===== src/hdl/urx_pkg.sv =====
// ----------------------------------------------------------------------------
// urx_pkg
// Shared types and constants of the oversampled uart receiver.
// ----------------------------------------------------------------------------
package urx_pkg;

  localparam int DATA_W     = 8;
  localparam int WAIT_W     = 17;
  localparam int CFG_IDX_W  = 8;
  localparam int CFG_DATA_W = 17;

  // register indexes of the configuration port
  localparam logic [CFG_IDX_W-1:0] REG_RX_ENABLE    = CFG_IDX_W'(0);
  localparam logic [CFG_IDX_W-1:0] REG_TIMEOUT_LIMIT = CFG_IDX_W'(1);

  localparam logic [WAIT_W-1:0] RESET_TIMEOUT = WAIT_W'(100000);
  localparam int                SAMPLE_PHASE  = 2;

  typedef struct packed {
    logic              rx_enable;
    logic [WAIT_W-1:0] timeout_limit;
  } cfg_t;

  typedef struct packed {
    logic              byte_done;
    logic [DATA_W-1:0] rx_data;
    logic              frame_dropped;
    logic              timed_out;
  } res_t;

endpackage


===== src/hdl/urx_in_if.sv =====
// ----------------------------------------------------------------------------
// urx_in_if
// Tick channel: one sampled line level per transaction.
// ----------------------------------------------------------------------------
interface urx_in_if;
  logic valid;
  logic ready;
  logic line_level;
  logic rearm;

  modport source (output valid, output line_level, output rearm, input ready);
  modport sink (input valid, input line_level, input rearm, output ready);
endinterface


===== src/hdl/urx_out_if.sv =====
// ----------------------------------------------------------------------------
// urx_out_if
// Result channel: one receiver status per tick.
// ----------------------------------------------------------------------------
interface urx_out_if;
  logic                      valid;
  logic                      ready;
  logic                      byte_done;
  logic [urx_pkg::DATA_W-1:0] rx_data;
  logic                      frame_dropped;
  logic                      timed_out;

  modport source (output valid, output byte_done, output rx_data,
                  output frame_dropped, output timed_out, input ready);
  modport sink (input valid, input byte_done, input rx_data,
                input frame_dropped, input timed_out, output ready);
endinterface


===== src/hdl/urx_cfg_if.sv =====
// ----------------------------------------------------------------------------
// urx_cfg_if
// Configuration write channel: register index and write data.
// ----------------------------------------------------------------------------
interface urx_cfg_if;
  logic                          valid;
  logic                          ready;
  logic [urx_pkg::CFG_IDX_W-1:0]  index;
  logic [urx_pkg::CFG_DATA_W-1:0] data;

  modport source (output valid, output index, output data, input ready);
  modport sink (input valid, input index, input data, output ready);
endinterface


===== src/hdl/uart_rx_oversampled.sv =====
// ----------------------------------------------------------------------------
// uart_rx_oversampled
// Oversampled 8N1 uart receiver, one line sample per input transaction.
// ----------------------------------------------------------------------------
// in_ch carries one oversampling tick (line_level, rearm); OVERSAMPLE ticks
// make one bit period. out_ch returns one status per tick: byte_done,
// rx_data (byte register after the tick), frame_dropped and timed_out.
// cfg_ch writes rx_enable (index 0) and timeout_limit (index 1); it is
// always ready and should only be used while no tick is in flight.
// A tick accepted on in_ch is captured in the input register, processed by
// the receiver state update, and its status is captured in the output
// register, which drives out_ch.valid. Throughput: one tick per cycle while
// out_ch is not stalled, as the state update is combinational.
// When out_ch stalls, the output register holds its status and the input
// register still takes one more tick; in_ch.ready then drops until the
// result is taken. Reset (rst_n low, synchronous) empties both registers,
// clears the receiver state and restores rx_enable = 1 and
// timeout_limit = 100000.
// ----------------------------------------------------------------------------
module uart_rx_oversampled #(
  parameter int OVERSAMPLE = 4
) (
  input  logic      clk,
  input  logic      rst_n,
  urx_in_if.sink    in_ch,
  urx_out_if.source out_ch,
  urx_cfg_if.sink   cfg_ch
);
  import urx_pkg::*;

  logic in_v_r, in_v_nxt;
  logic line_r, rearm_r;
  logic out_v_r, out_v_nxt;
  res_t res_r;
  res_t res;
  cfg_t cfg;
  logic advance;
  logic in_take;

  assign advance     = in_v_r && (!out_v_r || out_ch.ready);
  assign in_ch.ready = !in_v_r || advance;
  assign in_take     = in_ch.valid && in_ch.ready;
  assign in_v_nxt    = in_take ? 1'b1 : (advance ? 1'b0 : in_v_r);
  assign out_v_nxt   = advance ? 1'b1 : (out_ch.ready ? 1'b0 : out_v_r);

  urx_cfg_regs u_cfg (
    .clk    (clk),
    .rst_n  (rst_n),
    .cfg_ch (cfg_ch),
    .cfg    (cfg)
  );

  urx_core #(
    .OVERSAMPLE (OVERSAMPLE)
  ) u_core (
    .clk        (clk),
    .rst_n      (rst_n),
    .step_en    (advance),
    .line_level (line_r),
    .rearm      (rearm_r),
    .cfg        (cfg),
    .res        (res)
  );

  always_ff @(posedge clk) begin
    if (!rst_n) begin
      in_v_r  <= 1'b0;
      out_v_r <= 1'b0;
    end else begin
      in_v_r  <= in_v_nxt;
      out_v_r <= out_v_nxt;
    end
  end

  // payload registers
  always_ff @(posedge clk) begin
    if (in_take) begin
      line_r  <= in_ch.line_level;
      rearm_r <= in_ch.rearm;
    end
    if (advance) begin
      res_r <= res;
    end
  end

  assign out_ch.valid         = out_v_r;
  assign out_ch.byte_done     = res_r.byte_done;
  assign out_ch.rx_data       = res_r.rx_data;
  assign out_ch.frame_dropped = res_r.frame_dropped;
  assign out_ch.timed_out     = res_r.timed_out;

endmodule


===== src/hdl/urx_cfg_regs.sv =====
// ----------------------------------------------------------------------------
// urx_cfg_regs
// Configuration registers, written through the configuration channel.
// ----------------------------------------------------------------------------
module urx_cfg_regs (
  input  logic           clk,
  input  logic           rst_n,
  urx_cfg_if.sink        cfg_ch,
  output urx_pkg::cfg_t  cfg
);
  import urx_pkg::*;

  logic              rx_enable_r, rx_enable_nxt;
  logic [WAIT_W-1:0] timeout_limit_r, timeout_limit_nxt;

  assign cfg_ch.ready = 1'b1;

  always_comb begin
    rx_enable_nxt     = rx_enable_r;
    timeout_limit_nxt = timeout_limit_r;
    if (cfg_ch.valid) begin
      unique case (cfg_ch.index)
        REG_RX_ENABLE:     rx_enable_nxt     = cfg_ch.data[0];
        REG_TIMEOUT_LIMIT: timeout_limit_nxt = cfg_ch.data[WAIT_W-1:0];
        default: ;  // writes beyond the register list are dropped
      endcase
    end
  end

  always_ff @(posedge clk) begin
    if (!rst_n) begin
      rx_enable_r     <= 1'b1;
      timeout_limit_r <= RESET_TIMEOUT;
    end else begin
      rx_enable_r     <= rx_enable_nxt;
      timeout_limit_r <= timeout_limit_nxt;
    end
  end

  assign cfg.rx_enable     = rx_enable_r;
  assign cfg.timeout_limit = timeout_limit_r;

endmodule


===== src/hdl/urx_core.sv =====
// ----------------------------------------------------------------------------
// urx_core
// Receiver state and the per-tick update: start detection, bit sampling,
// stop check and wait timeout.
// ----------------------------------------------------------------------------
module urx_core #(
  parameter int OVERSAMPLE = 4
) (
  input  logic          clk,
  input  logic          rst_n,
  input  logic          step_en,
  input  logic          line_level,
  input  logic          rearm,
  input  urx_pkg::cfg_t cfg,
  output urx_pkg::res_t res
);
  import urx_pkg::*;

  localparam int PHASE_W = $clog2(10 * OVERSAMPLE);
  localparam int SUB_W   = $clog2(OVERSAMPLE);
  localparam int QUO_W   = 4;

  localparam logic [PHASE_W-1:0] DATA_START = PHASE_W'(OVERSAMPLE);
  localparam logic [PHASE_W-1:0] STOP_START = PHASE_W'(9 * OVERSAMPLE);
  localparam logic [PHASE_W-1:0] DROP_AFTER = PHASE_W'(9 * OVERSAMPLE + OVERSAMPLE / 2);
  localparam logic [PHASE_W-1:0] FRAME_LAST = PHASE_W'(10 * OVERSAMPLE - 1);
  localparam logic [SUB_W-1:0]   SUB_LAST   = SUB_W'(OVERSAMPLE - 1);
  localparam logic [SUB_W-1:0]   SUB_SAMPLE = SUB_W'(SAMPLE_PHASE);

  // sub_r tracks phase mod OVERSAMPLE, quo_r tracks phase / OVERSAMPLE
  logic [PHASE_W-1:0] phase_r, phase_nxt;
  logic [SUB_W-1:0]   sub_r, sub_nxt;
  logic [QUO_W-1:0]   quo_r, quo_nxt;
  logic [DATA_W-1:0]  shift_r, shift_nxt;
  logic [WAIT_W-1:0]  wait_r, wait_nxt;
  logic               adv, clr;
  logic               done, dropped, tout;
  logic [2:0]         bit_idx;

  assign bit_idx = 3'(quo_r - QUO_W'(1));

  always_comb begin
    phase_nxt = phase_r;
    sub_nxt   = sub_r;
    quo_nxt   = quo_r;
    shift_nxt = shift_r;
    wait_nxt  = wait_r;
    adv       = 1'b0;
    clr       = 1'b0;
    done      = 1'b0;
    dropped   = 1'b0;
    tout      = 1'b0;

    if (rearm) begin
      clr = 1'b1;
    end else if (cfg.rx_enable) begin
      if (wait_r == cfg.timeout_limit) begin
        clr      = 1'b1;
        wait_nxt = '0;
        tout     = 1'b1;
      end else if (phase_r == '0) begin
        if (line_level) adv = 1'b1;
        else            wait_nxt = wait_r + WAIT_W'(1);
      end else if (phase_r <= DATA_START) begin
        if (!line_level) begin
          shift_nxt = '0;
          adv       = 1'b1;
          wait_nxt  = '0;
        end else begin
          wait_nxt = wait_r + WAIT_W'(1);
        end
      end else begin
        if (phase_r <= STOP_START && sub_r == SUB_SAMPLE && line_level)
          shift_nxt[bit_idx] = 1'b1;
        if (phase_r > DROP_AFTER && !line_level) begin
          clr      = 1'b1;
          wait_nxt = '0;
          dropped  = 1'b1;
        end else if (phase_r == FRAME_LAST) begin
          clr      = 1'b1;
          wait_nxt = '0;
          done     = 1'b1;
        end else begin
          adv = 1'b1;
        end
      end
    end

    if (clr) begin
      phase_nxt = '0;
      sub_nxt   = '0;
      quo_nxt   = '0;
    end else if (adv) begin
      phase_nxt = phase_r + PHASE_W'(1);
      if (sub_r == SUB_LAST) begin
        sub_nxt = '0;
        quo_nxt = quo_r + QUO_W'(1);
      end else begin
        sub_nxt = sub_r + SUB_W'(1);
      end
    end
  end

  always_ff @(posedge clk) begin
    if (!rst_n) begin
      phase_r <= '0;
      sub_r   <= '0;
      quo_r   <= '0;
      shift_r <= '0;
      wait_r  <= '0;
    end else if (step_en) begin
      phase_r <= phase_nxt;
      sub_r   <= sub_nxt;
      quo_r   <= quo_nxt;
      shift_r <= shift_nxt;
      wait_r  <= wait_nxt;
    end
  end

  assign res.byte_done     = done;
  assign res.rx_data       = shift_nxt;
  assign res.frame_dropped = dropped;
  assign res.timed_out     = tout;

endmodule

===== src/flat_wrapper.sv =====
// flat-port wrapper written by rule: the top's interface ports become plain ports
module uart_rx_oversampled_flat import urx_pkg::*;
#(
  parameter int OVERSAMPLE = 4
)
  (clk, rst_n, in_ch_valid, in_ch_line_level, in_ch_rearm, in_ch_ready, out_ch_valid, out_ch_byte_done, out_ch_rx_data, out_ch_frame_dropped, out_ch_timed_out, out_ch_ready, cfg_ch_valid, cfg_ch_index, cfg_ch_data, cfg_ch_ready);
  urx_in_if in_ch_i ();
  urx_out_if out_ch_i ();
  urx_cfg_if cfg_ch_i ();
  input  logic clk;
  input  logic rst_n;
  input wire logic [$bits(in_ch_i.valid)-1:0] in_ch_valid;
  input wire logic [$bits(in_ch_i.line_level)-1:0] in_ch_line_level;
  input wire logic [$bits(in_ch_i.rearm)-1:0] in_ch_rearm;
  output wire logic [$bits(in_ch_i.ready)-1:0] in_ch_ready;
  output wire logic [$bits(out_ch_i.valid)-1:0] out_ch_valid;
  output wire logic [$bits(out_ch_i.byte_done)-1:0] out_ch_byte_done;
  output wire logic [$bits(out_ch_i.rx_data)-1:0] out_ch_rx_data;
  output wire logic [$bits(out_ch_i.frame_dropped)-1:0] out_ch_frame_dropped;
  output wire logic [$bits(out_ch_i.timed_out)-1:0] out_ch_timed_out;
  input wire logic [$bits(out_ch_i.ready)-1:0] out_ch_ready;
  input wire logic [$bits(cfg_ch_i.valid)-1:0] cfg_ch_valid;
  input wire logic [$bits(cfg_ch_i.index)-1:0] cfg_ch_index;
  input wire logic [$bits(cfg_ch_i.data)-1:0] cfg_ch_data;
  output wire logic [$bits(cfg_ch_i.ready)-1:0] cfg_ch_ready;
  assign in_ch_i.valid = in_ch_valid;
  assign in_ch_i.line_level = in_ch_line_level;
  assign in_ch_i.rearm = in_ch_rearm;
  assign in_ch_ready = in_ch_i.ready;
  assign out_ch_valid = out_ch_i.valid;
  assign out_ch_byte_done = out_ch_i.byte_done;
  assign out_ch_rx_data = out_ch_i.rx_data;
  assign out_ch_frame_dropped = out_ch_i.frame_dropped;
  assign out_ch_timed_out = out_ch_i.timed_out;
  assign out_ch_i.ready = out_ch_ready;
  assign cfg_ch_i.valid = cfg_ch_valid;
  assign cfg_ch_i.index = cfg_ch_index;
  assign cfg_ch_i.data = cfg_ch_data;
  assign cfg_ch_ready = cfg_ch_i.ready;
  uart_rx_oversampled #(.OVERSAMPLE(OVERSAMPLE)) u_core (.clk(clk), .rst_n(rst_n), .in_ch(in_ch_i), .out_ch(out_ch_i), .cfg_ch(cfg_ch_i));
endmodule

===== config.mk =====
export PLATFORM = sky130hd
export DESIGN_NAME = uart_rx_oversampled_flat
export DESIGN_NICKNAME = d
export VERILOG_FILES = /design/src/hdl/urx_pkg.sv /design/src/hdl/urx_in_if.sv /design/src/hdl/urx_out_if.sv /design/src/hdl/urx_cfg_if.sv /design/src/hdl/uart_rx_oversampled.sv /design/src/hdl/urx_cfg_regs.sv /design/src/hdl/urx_core.sv /design/src/flat_wrapper.sv
export SDC_FILE = /design/constraint.sdc
export NUM_CORES = 1
export LEC_CHECK = 0
export BUFFER_PORTS_ARGS = -buffer_cell sky130_fd_sc_hd__clkbuf_2
export CAP_MARGIN = 20
export CORE_ASPECT_RATIO = 1.4
export CORE_MARGIN = 3
export CORE_UTILIZATION = 55
export CTS_BUF_LIST = sky130_fd_sc_hd__clkbuf_4
export DETAILED_ROUTE_END_ITERATION = 12
export PLACE_DENSITY_LB_ADDON = 0.15
export SYNTH_ARGS = -nofsm -noshare
export SYNTH_HDL_FRONTEND = slang
export SYNTH_SLANG_ARGS = --single-unit

===== constraint.sdc =====
create_clock -name clk -period 2.3 [get_ports clk]
set_clock_uncertainty 0.05 [all_clocks]
set_input_delay 0 -clock clk [delete_from_list [all_inputs] [get_ports clk]]
set_output_delay 0 -clock clk [all_outputs]
set_load 0.01 [all_outputs]

==> flow_summary.yaml, run 1 <==
run_status:
  status: "completed"
pwr:
  power_frac_seq_pct: 53.4
  p_per_area_mw_per_mm2: 548.6
  leakage_nw: 1.826
  switching_share_pct: 23.64
  p_clk_share_pct: 38.1
  switchingPower_w: 0.0005572
  finalPower_w: 0.002357
  pwr-share-comb_pct: 8.5
  ir_drop_mv: 0.5912
  p_int_w: 0.001800
worst_setup_path:
  reg2reg_from: "u_core.u_core.phase_r[1]$_SDFFE_PN0P_"
  cp.required_ns: 2.62
  rr_endpoint: "u_core.u_core.phase_r[2]$_SDFFE_PN0P_"
  worstSetupStartpointType: "flop"
  path_max_fanout: 9
  end_kind: "flop"
  ff2ff_path_depth: 8
  cp.arrival_ns: 2.56
  regToRegSetupSlack_ns: 0.07
  critPathKind: "flop to flop"
worst_hold_path:
  hold-path-cell-count: 2
  worstHoldStart: "in_ch_line_level"
  worstHoldEndpoint: "u_core.line_r$_DFFE_PP_"
  hold_path_class: "input pin to flop"
run:
  cap_violations: 0
synthesis:
  synth_commonest_cells: "dfxtp_1 (56), nor2_1 (47), nand2_1 (36), xnor2_1 (20)"
  yosys.area.top_type_share_pct: 34.03
  synth-edff-count: 13
  post-synth-top-count-cell: "dfxtp_1"
  mappedNetlistNets: 394
  syn_area_mm2: 0.003294
  postSynthCellCount: 355
  synth-async-reset-ratio_pct: 0
  synth-seq-cells: 69
  syn_area_per_cell_um2: 9.280
  synth_top_flop_cell: "dfxtp_1"
  yosysTopAreaCell: "dfxtp_1"
  netlist_top_cells_area: "dfxtp_1 (34%), edfxtp_1 (12%), nor2_1 (5.4%), xnor2_1 (5.3%), mux2i_1 (5.2%)"
  ys_warn_count: 0
  ys_types: 47
  synth_seq_area_share_pct: 45.88
floorplan:
  die_h_um: 97.58
  rows: 32
  die-area_mm2: 0.006968
  start_util_pct: 58.36
  ios: 46
  core_mm2: 0.005645
  dieWidth_um: 71.41
timing:
  slew_violations: 0
  setup_violations: 0
  final.min_clock_period_ns: 2.232
  fmax_ghz: 0.4479
  rsz0062_at_grt: "false"
  hold_viol_final: 0
  finalCritPeriodShare_pct: 97.06
  timing.final.ws_setup_ns: 0.06756
placement:
  port_buffers: 44
  place_ws_ns: -0.01760
  place_hpwl_um: 5109
  gp_congestion: 0.8382
  dpl_cell_area_mm2: 0.003685
clock_tree:
  cts_tree: "yes"
  htreeDepth: 3
  cts_buffer_depth: 2
  cts-root-buf: "clkbuf_4"
  cts.sinks: 69
  cts_inserted_buffers: 9
  post_cts_buffers: 0
  clk_pin_slew_ns: 0.12
  clk_latency_ns: 0.43
final_layout:
  finish.instance_area_mm2: 0.004297
  syn_to_final_growth_pct: 30.42
  insertedDiodeCount: 0
  drive_gt1_share_pct: 18.97
  nNetsFinal: 498
detailed_routing:
  ant_nets: 0
  first_pass_iters: 5
  routed_via_density: 5.451
  routed_wl_um: 7722
  post_drt_wl_per_cell_um: 14.52
  drc_errors: 0
  drt-initial-drc-count: 227
  num_vias: 2900
global_routing:
  grt_first_pass_wirelength_um: 13190
  antenna_found_initial: 0
  first_global_vias: 2947
  grt_max_degree: 20
  track_usage_pct: 23.86
  grt-ovfl-total: 0
==> per-stage QoR <==
stage	util, %	instances	TNS, ns	hold WS [ns]
final	76.11	532	0	0.2290
after global routing	76.11	532	0	0.2132
after CTS	75.93	532	0	0.2063
after detailed placement	65.27	472	-0.02697	0.1306
after global placement	65.27	472	0	0.1282
after floorplan	-	355	0	0.04887
==> cell usage in the layout, fill, tap and decap left out, types with 14 or more instances in the layout <==
cell and n:
nor2_1 45, dlygate4sd3_1 44, mux2i_1 17, nand3_1 18, clkbuf_2 44, dfxtp_1 55, nand4_1 15, xor2_1 18
nand2_1 36, xnor2_1 20, buf_4 14
==> critical path, cell delays in order, from the launching register on <==
cell and delay, ns:
dfxtp_1 0.42, inv_1 0.08, ha_1 0.23, maj3_1 0.38, a21oi_1 0.17, a22o_2 0.20
a21oi_4 0.10, or3_2 0.41, a21oi_1 0.15
==> layer usage <==
layer | vias to the layer above | GRT usage (%) | wire [µm]
met5 | - | 0 | 0
met4 | 0 | 10.13 | 158
met3 | 15 | 6.108 | 322
met2 | 70 | 42.00 | 4213
met1 | 1358 | 26.49 | 3027
li1 | 1457 | - | -
==> sequential cells by signal, summed over array words and instances, names as in the netlist <==
register and flops:
u_core.out_ch.rx_data 8, u_core.u_cfg.rx_enable_r 1, u_core.u_core.quo_r 3, u_core.line_r 1, u_core.u_core.wait_r 17, u_core.out_ch.timed_out 1
u_core.u_cfg.timeout_limit_r 17, u_core.out_ch.valid 1, u_core.u_core.sub_r 2, u_core.u_core.phase_r 6, u_core.u_core.shift_r 8, u_core.out_ch.byte_done 1
u_core.rearm_r 1, u_core.out_ch.frame_dropped 1, u_core.in_v_r 1
==> power by group through the flow <==
stage	logic, W	clock network, W	registers, W
final	0.000199	0.000899	0.00126
after global routing	0.000217	0.000961	0.00126
after CTS	0.000196	0.000915	0.00126
after detailed placement	0.000159	0	0.00129
after global placement	0.000156	0	0.00129
after floorplan	0.0000857	0	0.00129
==> cell type report <==
type / count / area, µm²
fillers: 407 / 1349
clock inverters: 6 / 86.33
well taps: 68 / 85.08
inverters: 13 / 48.80
clock buffers: 10 / 75.07
multi-input cells: 262 / 1683
repair buffers: 104 / 805.8
flip-flops and latches: 69 / 1513
==> cell families (layout without fill, tap and decap cells) <==
logic type,after synthesis,count (layout),share of synthesized area [%]
fa+ha+maj,8,8,2.962
other cells,1,1,0.1138
compound gates,46,46,10.03
mux,17,17,5.165
buf+inv,24,133,3.304
xor+xnor,38,38,10.10
flops,69,69,45.88
simple gates,152,152,22.45
==> how the worst max path moves through the flow <==
| stage | start | to | slack, ns | cells past startpoint |
|---|---|---|---|---|
| global route | u_core.u_core.phase_r[1]$_SDFFE_PN0P_ | u_core.u_core.phase_r[2]$_SDFFE_PN0P_ | 0.007 | 8 |
| floorplan | u_core.u_core.phase_r[0]$_SDFFE_PN0P_ | u_core.u_core.phase_r[2]$_SDFFE_PN0P_ | 0.22 | 8 |
| global placement | u_core.u_core.phase_r[0]$_SDFFE_PN0P_ | u_core.u_core.sub_r[0]$_SDFFE_PN0P_ | 0.09 | 8 |
| detailed placement | u_core.u_core.phase_r[0]$_SDFFE_PN0P_ | u_core.u_core.sub_r[0]$_SDFFE_PN0P_ | -0.02 | 8 |
| finish | u_core.u_core.phase_r[1]$_SDFFE_PN0P_ | u_core.u_core.phase_r[2]$_SDFFE_PN0P_ | 0.07 | 8 |
| CTS | u_core.u_core.phase_r[0]$_SDFFE_PN0P_ | u_core.u_core.phase_r[2]$_SDFFE_PN0P_ | 0.06 | 8 |
==> repair_timing <==
item / in CTS / in global routing
hold buffers: 44 / 0
gates resized for setup: 1 / 7
hold endpoints to repair: 27 / 0
cloned: 0 / 0
endpoints found under the setup margin: 3 / 12
pin swaps: 0 / 1
Note: power is estimated with default switching activity, not from simulation.
==> run 2: changes to the inputs <==
--- a/config.mk
+++ b/config.mk
@@ -5,6 +5,7 @@
 export SDC_FILE = /design/constraint.sdc
 export NUM_CORES = 1
 export LEC_CHECK = 0
+export ABC_AREA = 1
 export BUFFER_PORTS_ARGS = -buffer_cell sky130_fd_sc_hd__clkbuf_2
 export CAP_MARGIN = 20
 export CORE_ASPECT_RATIO = 1.4
==> flow_summary.yaml, run 2 <==
timing:
  setup_violations: 0
  setup_tns_ns: 0
  fmax_ghz: 0.4835
  finalCritPeriodShare_pct: 89.92
  rsz0062_at_grt: "false"
  final.min_clock_period_ns: 2.068
  slew_violations: 0
  hold_viol_final: 0
pwr:
  finalPower_w: 0.002379
  leakage_nw: 2.186
  p_per_area_mw_per_mm2: 476.0
  ir_drop_mv: 0.3842
synthesis:
  synth-seq-cells: 69
  ys_warn_count: 0
  ys_types: 43
  synth_top_flop_cell: "dfxtp_1"
  mappedNetlistNets: 626
  syn_area_per_cell_um2: 6.838
  synth_commonest_cells: "nand2_1 (157), nor2_1 (71), dfxtp_1 (56), inv_1 (55), a21oi_1 (48)"
  synth-async-reset-ratio_pct: 0
  synth_seq_area_share_pct: 37.66
  synthSimpleGateAreaFrac_pct: 34.13
  synth_top_family_by_area: "simple AND/OR/NAND/NOR gates"
  post-synth-top-count-cell: "nand2_1"
  synth-compound-area-share_pct: 12.59
  postSynthCellCount: 587
  synthAdderAreaFrac_pct: 2.182
  yosys.area.top_type_share_pct: 27.93
  yosysTopAreaCell: "dfxtp_1"
  synthMuxAreaShare_pct: 0
  syn_area_mm2: 0.004014
  netlist_top_cells_area: "dfxtp_1 (28%), nand2_1 (15%), edfxtp_1 (9.7%), nor2_1 (6.6%), a21oi_1 (6.0%)"
  synthXorXnorAreaFrac_pct: 4.364
  synth-edff-count: 13
detailed_routing:
  routed_via_density: 5.257
  drc_errors: 0
  ant_nets: 0
  num_vias: 4137
  drt-initial-drc-count: 263
  routed_wl_um: 10460
  first_pass_iters: 5
  post_drt_wl_per_cell_um: 13.29
global_routing:
  grt_max_degree: 30
  grt_first_pass_wirelength_um: 17640
  grt-ovfl-total: 0
  track_usage_pct: 26.49
  first_global_vias: 4030
  antenna_found_initial: 0
placement:
  place_hpwl_um: 7184
  port_buffers: 44
  gp_congestion: 0.9927
worst_setup_path:
  crit_cells: 12
  critPathKind: "flop to flop"
  cp.required_ns: 2.59
  ff2ff_path_depth: 12
  slowest_stage: "dfxtp_1"
  cp.arrival_ns: 2.36
  cpPeakStageDelay_ns: 0.38
  regToRegSetupSlack_ns: 0.23
  path_max_fanout: 8
  end_kind: "flop"
  crit_start: "u_core.u_core.phase_r[0]$_SDFFE_PN0P_"
  cp-endpoint: "u_core.u_core.quo_r[0]$_SDFFE_PN0P_"
  crit_chain: "inv_1 > ha_1 > inv_1 > nand2_1 > nand3_1 > o21ai_1 > o22ai_2 > nand3_2 > nand2_4 > nand2_1 > nor2_1 > nor2_1"
  reg2reg_from: "u_core.u_core.phase_r[0]$_SDFFE_PN0P_"
  worstSetupStartpointType: "flop"
  cp_top_family: "simple AND/OR/NAND/NOR gates"
  rr_endpoint: "u_core.u_core.quo_r[0]$_SDFFE_PN0P_"
  worst-path-buf-inv: 2
floorplan:
  die-area_mm2: 0.008374
  core_mm2: 0.007027
  rows: 36
  ios: 46
  die_h_um: 107.1
  dieWidth_um: 78.20
  start_util_pct: 57.12
clock_tree:
  cts.sinks: 69
  cts-root-buf: "clkbuf_4"
  cts_inserted_buffers: 9
  htreeDepth: 3
  cts_buffer_depth: 2
  cts_tree: "yes"
  clk_pin_slew_ns: 0.11
  clk_latency_ns: 0.44
run:
  cap_violations: 0
run_status:
  status: "completed"
final_layout:
  nNetsFinal: 726
  layout_commonest_cell: "nand2_1"
  drive_gt1_share_pct: 16.04
  insertedDiodeCount: 0
  mostFrequentLayoutCells: "nand2_1 (157), nor2_1 (71), inv_1 (55)"
  syn_to_final_growth_pct: 24.53
  top_regs: "u_core.u_cfg.timeout_limit_r (17), u_core.u_core.wait_r (17)"
worst_hold_path:
  hold_path_class: "input pin to flop"
## run 2: changes by cell type after synthesis, moves of 10 or more
| cell | delta |
|---|---|
| a21oi_1 | +38 |
| inv_1 | +42 |
| mux2i_1 | -17 |
| nand2_1 | +121 |
| nand3_1 | +14 |
| nor2_1 | +24 |
| o21ai_0 | +10 |
| xor2_1 | -11 |
## run 2: repair_timing
action	4_1_cts	5_1_grt
hold buffers	44	0
endpoints found under the hold margin	33	0
buffers inserted	0	0
setup endpoints to repair	0	7
gates resized for setup	0	4
## run 2: cell families after synthesis
family                   Yosys count
buffers and inverters             88
flip-flops                        69
other                              1
AND/OR/NAND/NOR                  313
adder cells (fa/ha/maj)            7
XOR/XNOR                          20
AO/OA/AOI/OAI                     89
## run 2: worst min path at each step
stage	start	end	cells after the start	slack, ns
after CTS	cfg_ch_index[0]	u_core.u_cfg.timeout_limit_r[11]$_SDFFE_PN0P_	4	0.002
final	cfg_ch_index[0]	u_core.u_cfg.timeout_limit_r[11]$_SDFFE_PN0P_	4	0.03
after floorplan	in_ch_line_level	u_core.line_r$_DFFE_PP_	0	0.05
after global placement	in_ch_line_level	u_core.line_r$_DFFE_PP_	1	0.13
after detailed placement	in_ch_rearm	u_core.rearm_r$_DFFE_PP_	1	0.13
after global routing	cfg_ch_valid	u_core.u_cfg.timeout_limit_r[11]$_SDFFE_PN0P_	4	0.06
## run 2: layer usage
| layer | vias to the layer above | global-route usage [%] | wire length [µm] |
|---|---|---|---|
| li1 | 2102 | - | - |
| met1 | 1892 | 27.93 | 4109 |
| met2 | 113 | 50.37 | 5676 |
| met3 | 30 | 4.118 | 352 |
| met4 | 0 | 12.63 | 317 |
| met5 | - | 0 | 0 |
## run 2: cell type report
class                   instances  area, µm²
clock inverters                 6      55.05
flip-flops and latches         69       1514
fillers                       600       2028
well taps                      95      118.9
repair buffers                111      833.3
multi-input cells             430       2153
inverters                      66      249.0
clock buffers                  10      75.07
## run 2: report_power, final
part           total, W  internal, W  switching (W)
combinational  0.000316     0.000140       0.000176
clock          0.000776     0.000333       0.000443
sequential      0.00129      0.00127      0.0000203
## run 2: per-stage QoR
stage / cells / hold WS [ns] / setup slack (ns) / area, µm² / utilization [%]
3_3_place_gp: 727 / 0.1280 / 0.2629 / 4414 / 62.82
3_5_place_dp: 727 / 0.1300 / 0.2308 / 4414 / 62.82
5_1_grt: 787 / 0.06310 / 0.009617 / 4999 / 71.14
2_1_floorplan: 587 / 0.04887 / 0.5044 / 4014 / -
6_report: 787 / 0.02797 / 0.2318 / 4999 / 71.14
4_1_cts: 787 / 0.002044 / 0.1984 / 4985 / 70.94
## run 2: tightest hold or removal path, cell delays in order
cell and delay [ns]:
clkbuf_2 0.09, nand3_1 0.07, buf_4 0.22, a21oi_1 0.09
